## config.mk

```make
export PLATFORM = sky130hd
export DESIGN_NAME = cursor_line_edit_buffer_top
export DESIGN_NICKNAME = d
export VERILOG_FILES = /design/src/hw/rtl/cleb_pkg.sv /design/src/hw/rtl/cleb_out_buf.sv /design/src/hw/rtl/cursor_line_edit_buffer_top.sv
export SDC_FILE = /design/constraint.sdc
export NUM_CORES = 1
export LEC_CHECK = 0
export BUFFER_PORTS_ARGS = -buffer_cell sky130_fd_sc_hd__buf_2
export CORE_MARGIN = 4
export CORE_UTILIZATION = 35
export CTS_BUF_LIST = sky130_fd_sc_hd__clkbuf_2 sky130_fd_sc_hd__clkbuf_4 sky130_fd_sc_hd__clkbuf_8
export CTS_CLUSTER_DIAMETER = 60
export DETAILED_ROUTE_END_ITERATION = 6
export GPL_ROUTABILITY_DRIVEN = 1
export GPL_TIMING_DRIVEN = 0
export SLEW_MARGIN = 40
export SYNTH_ARGS = -nofsm -noshare
export SYNTH_HDL_FRONTEND = slang
export SYNTH_HIERARCHICAL = 1
export SYNTH_SLANG_ARGS = --single-unit
```

## constraint.sdc

```tcl
create_clock -name aclk -period 4.8 [get_ports aclk]
set_clock_uncertainty 0.1 [all_clocks]
set_input_delay 0.96 -clock aclk [delete_from_list [all_inputs] [get_ports aclk]]
set_output_delay 0.96 -clock aclk [all_outputs]
set_load 0.01 [all_outputs]
```

## src/hw/rtl/cleb_pkg.sv

```systemverilog
// Shared types, command codes and defaults for the cursor line edit buffer.
// No dependencies; used by cleb_out_buf and cursor_line_edit_buffer_top.

package cleb_pkg;

    localparam int CAPACITY_DEF = 32;

    localparam int FUNC_W = 3;
    localparam int CHAR_W = 8;

    localparam logic [FUNC_W-1:0] FUNC_INSERT    = 3'd0;
    localparam logic [FUNC_W-1:0] FUNC_BACKSPACE = 3'd1;
    localparam logic [FUNC_W-1:0] FUNC_LEFT      = 3'd2;
    localparam logic [FUNC_W-1:0] FUNC_RIGHT     = 3'd3;
    localparam logic [FUNC_W-1:0] FUNC_REVERSE   = 3'd4;
    localparam logic [FUNC_W-1:0] FUNC_DELETE    = 3'd5;
    localparam logic [FUNC_W-1:0] FUNC_PRINT     = 3'd6;

    typedef struct packed {
        logic [CHAR_W-1:0] char_out;
        logic              end_of_line;
        logic              last;
    } out_item_t;

endpackage

```

## src/hw/rtl/cleb_out_buf.sv

```systemverilog
// Output register stage for result items of the line edit buffer.
// Depends on cleb_pkg for the result item type.

module cleb_out_buf
    import cleb_pkg::*;
(
    input  logic              aclk,
    input  logic              aresetn,
    input  logic              push,
    input  out_item_t         push_item,
    output logic              push_ok,
    output logic              m_valid,
    input  logic              m_ready,
    output logic [CHAR_W-1:0] m_char_out,
    output logic              m_end_of_line,
    output logic              m_last
);

    logic      valid_reg;
    logic      valid_next;
    out_item_t item_reg;

    assign push_ok = !valid_reg || m_ready;

    always_comb begin
        valid_next = valid_reg;
        if (m_ready) begin
            valid_next = 1'b0;
        end
        if (push) begin
            valid_next = 1'b1;
        end
    end

    always_ff @(posedge aclk) begin
        if (!aresetn) begin
            valid_reg <= 1'b0;
        end else begin
            valid_reg <= valid_next;
        end
    end

    always_ff @(posedge aclk) begin
        if (push && push_ok) begin
            item_reg <= push_item;
        end
    end

    assign m_valid       = valid_reg;
    assign m_char_out    = item_reg.char_out;
    assign m_end_of_line = item_reg.end_of_line;
    assign m_last        = item_reg.last;

endmodule

```

## src/hw/rtl/cursor_line_edit_buffer_top.sv

```systemverilog
// Top level of the cursor line edit buffer: command sequencer, text memory, counts.
// Depends on cleb_pkg and cleb_out_buf.
//
//  channel | ports                                   | direction
//  --------+-----------------------------------------+----------
//  s_      | s_valid s_ready s_func s_char_in        | in
//  m_      | m_valid m_ready m_char_out m_end_of_line m_last | out
//
// Insert, backspace, ignored and unused codes finish in ST_IDLE; left and right read,
// then write, one byte. Reverse reads, then writes, each swapped pair; delete-all steps
// through each byte before the cursor; print reads, then outputs, each byte in turn.
// Print also waits whenever the output register is full and m_ready is low.
// aresetn is synchronous: it empties the buffer; memory contents are not cleared.

module cursor_line_edit_buffer_top
    import cleb_pkg::*;
#(
    parameter int CAPACITY = CAPACITY_DEF
) (
    input  logic              aclk,
    input  logic              aresetn,
    input  logic              s_valid,
    output logic              s_ready,
    input  logic [FUNC_W-1:0] s_func,
    input  logic [CHAR_W-1:0] s_char_in,
    output logic              m_valid,
    input  logic              m_ready,
    output logic [CHAR_W-1:0] m_char_out,
    output logic              m_end_of_line,
    output logic              m_last
);

    localparam int CW = $clog2(CAPACITY + 1);
    localparam int AW = $clog2(CAPACITY);
    localparam logic [CW-1:0] CAP_C = CW'(CAPACITY);
    localparam logic [CW-1:0] ONE_C = CW'(1);

    localparam logic [3:0] ST_IDLE     = 4'd0;
    localparam logic [3:0] ST_LEFT_WR  = 4'd1;
    localparam logic [3:0] ST_RIGHT_WR = 4'd2;
    localparam logic [3:0] ST_REV_RD_I = 4'd3;
    localparam logic [3:0] ST_REV_RD_J = 4'd4;
    localparam logic [3:0] ST_REV_WR_I = 4'd5;
    localparam logic [3:0] ST_REV_WR_J = 4'd6;
    localparam logic [3:0] ST_DEL      = 4'd7;
    localparam logic [3:0] ST_PR_RD    = 4'd8;
    localparam logic [3:0] ST_PR_OUT   = 4'd9;
    localparam logic [3:0] ST_PR_END   = 4'd10;

    logic [3:0]        state_reg, state_next;
    logic [CW-1:0]     b_reg, b_next;
    logic [CW-1:0]     a_reg, a_next;
    logic [CW-1:0]     i_reg, i_next;
    logic [CW-1:0]     j_reg, j_next;
    logic [CHAR_W-1:0] tmp_reg, tmp_next;
    logic [CHAR_W-1:0] ch_reg, ch_next;

    logic [CHAR_W-1:0] text_mem [CAPACITY];
    logic [CHAR_W-1:0] rdata_reg;
    logic              we, re;
    logic [AW-1:0]     wa, ra;
    logic [CHAR_W-1:0] wd;

    logic [CW-1:0] b_dec, a_dec, b_inc, a_inc, i_inc, j_inc, j_dec;
    logic [CW-1:0] slot_left, slot_right, gap, total, pr_addr, j_keep;
    logic          keep;

    logic      push, push_ok;
    out_item_t push_item;

    assign b_dec      = b_reg - ONE_C;
    assign a_dec      = a_reg - ONE_C;
    assign b_inc      = b_reg + ONE_C;
    assign a_inc      = a_reg + ONE_C;
    assign i_inc      = i_reg + ONE_C;
    assign j_inc      = j_reg + ONE_C;
    assign j_dec      = j_reg - ONE_C;
    assign slot_left  = CAP_C - ONE_C - a_reg;
    assign slot_right = CAP_C - a_reg;
    assign total      = b_reg + a_reg;
    assign gap        = CAP_C - total;
    assign pr_addr    = (i_reg < b_reg) ? i_reg : i_reg + gap;
    assign keep       = rdata_reg != ch_reg;
    assign j_keep     = keep ? j_inc : j_reg;

    always_comb begin
        state_next = state_reg;
        b_next     = b_reg;
        a_next     = a_reg;
        i_next     = i_reg;
        j_next     = j_reg;
        tmp_next   = tmp_reg;
        ch_next    = ch_reg;
        we         = 1'b0;
        wa         = '0;
        wd         = '0;
        re         = 1'b0;
        ra         = '0;
        push       = 1'b0;
        push_item  = '0;
        s_ready    = 1'b0;
        unique case (state_reg)
            ST_IDLE: begin
                s_ready = 1'b1;
                if (s_valid) begin
                    unique case (s_func)
                        FUNC_INSERT: begin
                            if (total != CAP_C) begin
                                we     = 1'b1;
                                wa     = b_reg[AW-1:0];
                                wd     = s_char_in;
                                b_next = b_inc;
                            end
                        end
                        FUNC_BACKSPACE: begin
                            if (b_reg != '0) begin
                                b_next = b_dec;
                            end
                        end
                        FUNC_LEFT: begin
                            if (b_reg != '0) begin
                                re         = 1'b1;
                                ra         = b_dec[AW-1:0];
                                state_next = ST_LEFT_WR;
                            end
                        end
                        FUNC_RIGHT: begin
                            if (a_reg != '0) begin
                                re         = 1'b1;
                                ra         = slot_right[AW-1:0];
                                state_next = ST_RIGHT_WR;
                            end
                        end
                        FUNC_REVERSE: begin
                            if (b_reg > ONE_C) begin
                                i_next     = '0;
                                j_next     = b_dec;
                                state_next = ST_REV_RD_I;
                            end
                        end
                        FUNC_DELETE: begin
                            ch_next = s_char_in;
                            if (b_reg != '0) begin
                                re         = 1'b1;
                                ra         = '0;
                                i_next     = '0;
                                j_next     = '0;
                                state_next = ST_DEL;
                            end
                        end
                        FUNC_PRINT: begin
                            i_next     = '0;
                            state_next = ST_PR_RD;
                        end
                        default: begin
                        end
                    endcase
                end
            end
            ST_LEFT_WR: begin
                we         = 1'b1;
                wa         = slot_left[AW-1:0];
                wd         = rdata_reg;
                b_next     = b_dec;
                a_next     = a_inc;
                state_next = ST_IDLE;
            end
            ST_RIGHT_WR: begin
                we         = 1'b1;
                wa         = b_reg[AW-1:0];
                wd         = rdata_reg;
                b_next     = b_inc;
                a_next     = a_dec;
                state_next = ST_IDLE;
            end
            ST_REV_RD_I: begin
                re         = 1'b1;
                ra         = i_reg[AW-1:0];
                state_next = ST_REV_RD_J;
            end
            ST_REV_RD_J: begin
                re         = 1'b1;
                ra         = j_reg[AW-1:0];
                tmp_next   = rdata_reg;
                state_next = ST_REV_WR_I;
            end
            ST_REV_WR_I: begin
                we         = 1'b1;
                wa         = i_reg[AW-1:0];
                wd         = rdata_reg;
                state_next = ST_REV_WR_J;
            end
            ST_REV_WR_J: begin
                we = 1'b1;
                wa = j_reg[AW-1:0];
                wd = tmp_reg;
                if (i_inc < j_dec) begin
                    i_next     = i_inc;
                    j_next     = j_dec;
                    state_next = ST_REV_RD_I;
                end else begin
                    state_next = ST_IDLE;
                end
            end
            ST_DEL: begin
                if (keep) begin
                    we = 1'b1;
                    wa = j_reg[AW-1:0];
                    wd = rdata_reg;
                end
                j_next = j_keep;
                i_next = i_inc;
                if (i_inc < b_reg) begin
                    re = 1'b1;
                    ra = i_inc[AW-1:0];
                end else begin
                    b_next     = j_keep;
                    state_next = ST_IDLE;
                end
            end
            ST_PR_RD: begin
                if (i_reg == total) begin
                    state_next = ST_PR_END;
                end else begin
                    re         = 1'b1;
                    ra         = pr_addr[AW-1:0];
                    state_next = ST_PR_OUT;
                end
            end
            ST_PR_OUT: begin
                if (push_ok) begin
                    push               = 1'b1;
                    push_item.char_out = rdata_reg;
                    i_next             = i_inc;
                    state_next         = ST_PR_RD;
                end
            end
            ST_PR_END: begin
                if (push_ok) begin
                    push                  = 1'b1;
                    push_item.end_of_line = 1'b1;
                    push_item.last        = 1'b1;
                    b_next                = '0;
                    a_next                = '0;
                    state_next            = ST_IDLE;
                end
            end
            default: begin
                state_next = ST_IDLE;
            end
        endcase
    end

    always_ff @(posedge aclk) begin
        if (!aresetn) begin
            state_reg <= ST_IDLE;
            b_reg     <= '0;
            a_reg     <= '0;
        end else begin
            state_reg <= state_next;
            b_reg     <= b_next;
            a_reg     <= a_next;
        end
    end

    always_ff @(posedge aclk) begin
        i_reg   <= i_next;
        j_reg   <= j_next;
        tmp_reg <= tmp_next;
        ch_reg  <= ch_next;
    end

    always_ff @(posedge aclk) begin
        if (we) begin
            text_mem[wa] <= wd;
        end
        if (re) begin
            rdata_reg <= text_mem[ra];
        end
    end

    cleb_out_buf u_out_buf (
        .aclk          (aclk),
        .aresetn       (aresetn),
        .push          (push),
        .push_item     (push_item),
        .push_ok       (push_ok),
        .m_valid       (m_valid),
        .m_ready       (m_ready),
        .m_char_out    (m_char_out),
        .m_end_of_line (m_end_of_line),
        .m_last        (m_last)
    );

    a_count_bound: assert property (@(posedge aclk) disable iff (!aresetn)
        ({1'b0, b_reg} + {1'b0, a_reg}) <= {1'b0, CAP_C})
        else $error("text length exceeds capacity");

    a_rev_order: assert property (@(posedge aclk) disable iff (!aresetn)
        (state_reg == ST_REV_RD_I || state_reg == ST_REV_WR_J) |-> (i_reg < j_reg))
        else $error("reverse indices crossed");

    a_del_compact: assert property (@(posedge aclk) disable iff (!aresetn)
        (state_reg == ST_DEL) |-> (j_reg <= i_reg && i_reg < b_reg))
        else $error("delete-all write index ahead of read index");

    a_print_empties: assert property (@(posedge aclk) disable iff (!aresetn)
        (state_reg == ST_PR_END && push_ok) |=> (b_reg == '0 && a_reg == '0 && m_valid))
        else $error("print end did not empty buffer");

    a_print_range: assert property (@(posedge aclk) disable iff (!aresetn)
        (state_reg == ST_PR_OUT) |-> (i_reg < total))
        else $error("print index beyond text");

endmodule
```

==> impl_metrics.csv <==
group,metric,value,unit
cts,htreeDepth,2,
route,drc_errors,0,
timing,setup_ws,-0.0168,ns
timing,worstMarginPinSlew,0.852,ns
finish,n_antenna_cell,0,
placed_design,port_buffers,24,
finish,fin_nets,1418,
worst_setup_path,r2r_end,"text_mem[14][0]",
run_status,outcome,"finished, violations left",
power_and_ir_drop,clkPwrFrac,25.6,%
timing,hold_viol_final,0,
power_and_ir_drop,p_comb_share,34.5,%
worst_setup_path,arrival,4.92,ns
finish,layout_commonest_cell,"edfxtp_1",
cts,cts_sinks,319,
route,viasPerCell,5.54,
global_routing,grt_max_degree,33,
cts,root_buffer,"clkbuf_8",
finish,regMostFlops,"text_mem",
worst_setup_path,crit_type,"reg2reg",
die,die_area,0.0465,sq mm
worst_setup_path,crit_path_top_delay_cell,"nor2_1",
global_routing,grt_pass1_vias,10752,
die,fp.dieW,216,um
yosys,ys_ff_latch,319,
timing,fmax,208,MHz
timing,post-route-period-util,100,%
power_and_ir_drop,power_density,552,mW/mm^2
finish,final_layout_size_suffix_gt1_share,15.0,%
placed_design,routabilityCongestion,0.946,
power_and_ir_drop,peakVddDrop,0.000232,V
worst_setup_path,reg2reg_slack,-0.02,ns
route,drt_wl_total,42.9,mm
route,drtPass1Iterations,6,
yosys,syn_nets,1335,
finish,fin_area,0.0171,sq mm
yosys,syn_inst,1281,
cts,cts_hold_buf,0,
yosys,syn-cell-area,0.0151,sq mm
finish,fin_util,40.5,%
power_and_ir_drop,sequentialPowerShare,39.9,%
yosys,synth_edf_count,302,
finish,mostFrequentLayoutCells,"302 x edfxtp_1, 178 x nand2_1, 116 x a21oi_1, 115 x nor2_1, 57 x buf_2",
placed_design,hpwl,29.6,mm
global_routing,track_usage,17.9,%
worst_setup_path,setup.worst_path.end_class,"flip-flop",
worst_setup_path,rr_startpoint,"a_reg[0]",
route,drtAntennaViolNets,0,
yosys,synth.top_cell.area_share,60.1,%
worst_setup_path,r2r_cells,12,
cts,cts_buffer_depth,3,
run_status,violations,"negative setup slack",
yosys,netlist_top_cells_area,"edfxtp_1 60%, nand2_1 4.4%, a21oi_1 3.8%",
yosys,synth_flop_cell,"edfxtp_1",
power_and_ir_drop,p_leak,5.90,nW
global_routing,grt_pass1_wl,64.8,mm
yosys,yosys.area.top_type,"edfxtp_1",
global_routing,overflow,0,
yosys,seq_area_frac_synth,62.3,%
finish,syn_to_final_growth,13.5,%
yosys,synth-warning-count,6,
timing,finalSetupViolCount,15,
route,drt_iter0_drc,1236,
global_routing,grt_antenna_before_repair,0,
finish,fillers,4042,
min_path,holdPathEnd,"a_reg[5]",
timing,relSlewSlack,43.0,%
die,coreArea,0.0423,sq mm
min_path,holdPathStages,2,
yosys,synthDistinctLibCells,77,
cts,cts_buffers,53,
route,wl_per_cell,21.7,um
die,placementRows,75,
cts,clk_pin_slew,0.06,ns
run,max-cap-violations,0,
power_and_ir_drop,internal_power,5.92,mW
route,dr_total_vias,10954,
power_and_ir_drop,switching_share,37.4,%
timing,post-route-min-period,4.82,ns
timing,slew_violations,0,
yosys,syn_avg_cell_area,11.8,sq um
finish,largest_reg_flops,256,
min_path,hold_class,"reg2reg",
power_and_ir_drop,p_sw,3.53,mW
min_path,worst_hold_startpoint,"a_reg[5]",
yosys,async_reset_ff_share,0,%
worst_setup_path,cp_data_required_time,4.91,ns
die,ios,27,
cts,insertion_delay,0.61,ns
worst_setup_path,slowest_delay,0.75,ns
worst_setup_path,path_cells,"ha_1, fa_1, a21o_1, a21oi_2, xnor2_1, nor4b_2, nor3_1, or2_1, buf_2, a221oi_2, nand2_1, nor2_1",
placed_design,placed_cell_area,0.0160,sq mm
cts,tritoncts,"yes",
timing,rsz0062_at_grt,"true",
die,start_util,35.7,%
die,die-height,216,um
worst_setup_path,crit_path_start_kind,"flip-flop",
worst_setup_path,cp_max_fo,10,
==> layout make-up <==
type | count | area, sq um | share of cell area, %
Sequential cell | 319 | 9410 | 54.9
Multi-Input combinational cell | 858 | 5360 | 31.3
Clock buffer | 67 | 835 | 4.87
Tap cell | 577 | 722 | 4.21
Buffer | 67 | 312 | 1.82
Clock inverter | 24 | 210 | 1.23
Timing Repair Buffer | 28 | 150 | 0.876
Inverter | 37 | 139 | 0.810
==> worst max path at each step <==
stage | slack [ns] | startpoint | endpoint | cells past startpoint
floorplan | 1.19 | a_reg[0] | text_mem[0][0] | 12
global placement | -0.21 | i_reg[1] | rdata_reg[0] | 14
detailed placement | -0.26 | i_reg[1] | rdata_reg[0] | 14
CTS | -0.04 | a_reg[0] | text_mem[6][6] | 12
global route | -0.20 | a_reg[0] | text_mem[18][0] | 12
finish | -0.02 | a_reg[0] | text_mem[14][0] | 12
==> critical path: cells and delay by family (launching register included) <==
kind,cells,cell delay (ns)
simple gates,5,2.02
compound gates,3,0.75
fa+ha+maj,2,0.73
flops,1,0.45
buf+inv,1,0.20
xor+xnor,1,0.16
==> per-layer routing <==
layer  vias to the layer above  wire [um]  GRT usage [%]  part of all wire [%]
li1                       4975          -              -                     -
met1                      5443      18300           24.7                    43
met2                       447      20300           29.2                    47
met3                        89       3040           2.70                   7.1
met4                         0       1370           6.06                   3.2
met5                         -          0              0                     0
==> cell families after synthesis <==
logic type	share of synthesized area, %
AND/OR/NAND/NOR	12.0
buffers and inverters	2.97
XOR/XNOR	2.82
flip-flops	62.3
AO/OA/AOI/OAI	15.6
adder cells (fa/ha/maj)	3.38
multiplexers	0.887
==> power groups by stage <==
stage | logic [mW] | registers, mW | clock network, mW
after floorplan | 2.07 | 3.76 | 0
after global placement | 3.07 | 3.83 | 0
after detailed placement | 3.16 | 3.83 | 0
after CTS | 3.18 | 3.77 | 2.47
after global routing | 3.55 | 3.80 | 2.60
final | 3.26 | 3.77 | 2.42
==> per-stage QoR <==
stage          hold WS [ns]  instances  setup slack (ns)  TNS [ns]  total power [mW]
2_1_floorplan         0.370       1281              1.19         0              5.83
3_3_place_gp          0.424       1882            -0.214    -0.713              6.90
3_5_place_dp          0.429       1884            -0.260     -1.49              6.99
4_1_cts               0.417       1975           -0.0427    -0.574              9.42
5_1_grt               0.419       1977            -0.200     -8.85              9.95
6_report              0.439       1977           -0.0168    -0.186              9.45
==> what timing repair did <==
action,CTS,global route
setup buffers,0,2
resized for setup,4,19
setup endpoints to repair,31,167
==> cell usage after synthesis (8+ instances only) <==
cell type	n
a22oi_1	41
a21o_1	16
xor2_1	20
and2_1	12
nand4_1	12
edfxtp_1	302
nor2_1	138
inv_1	37
nand3_1	26
clkbuf_1	28
a211oi_1	10
o21ai_0	44
a222oi_1	8
xnor2_1	26
ha_1	36
nand2_1	178
mux2i_1	12
a32oi_1	32
buf_2	33
nor3_1	13
a21oi_1	116
dfxtp_1	17
Note: power is estimated with default switching activity, not from simulation.
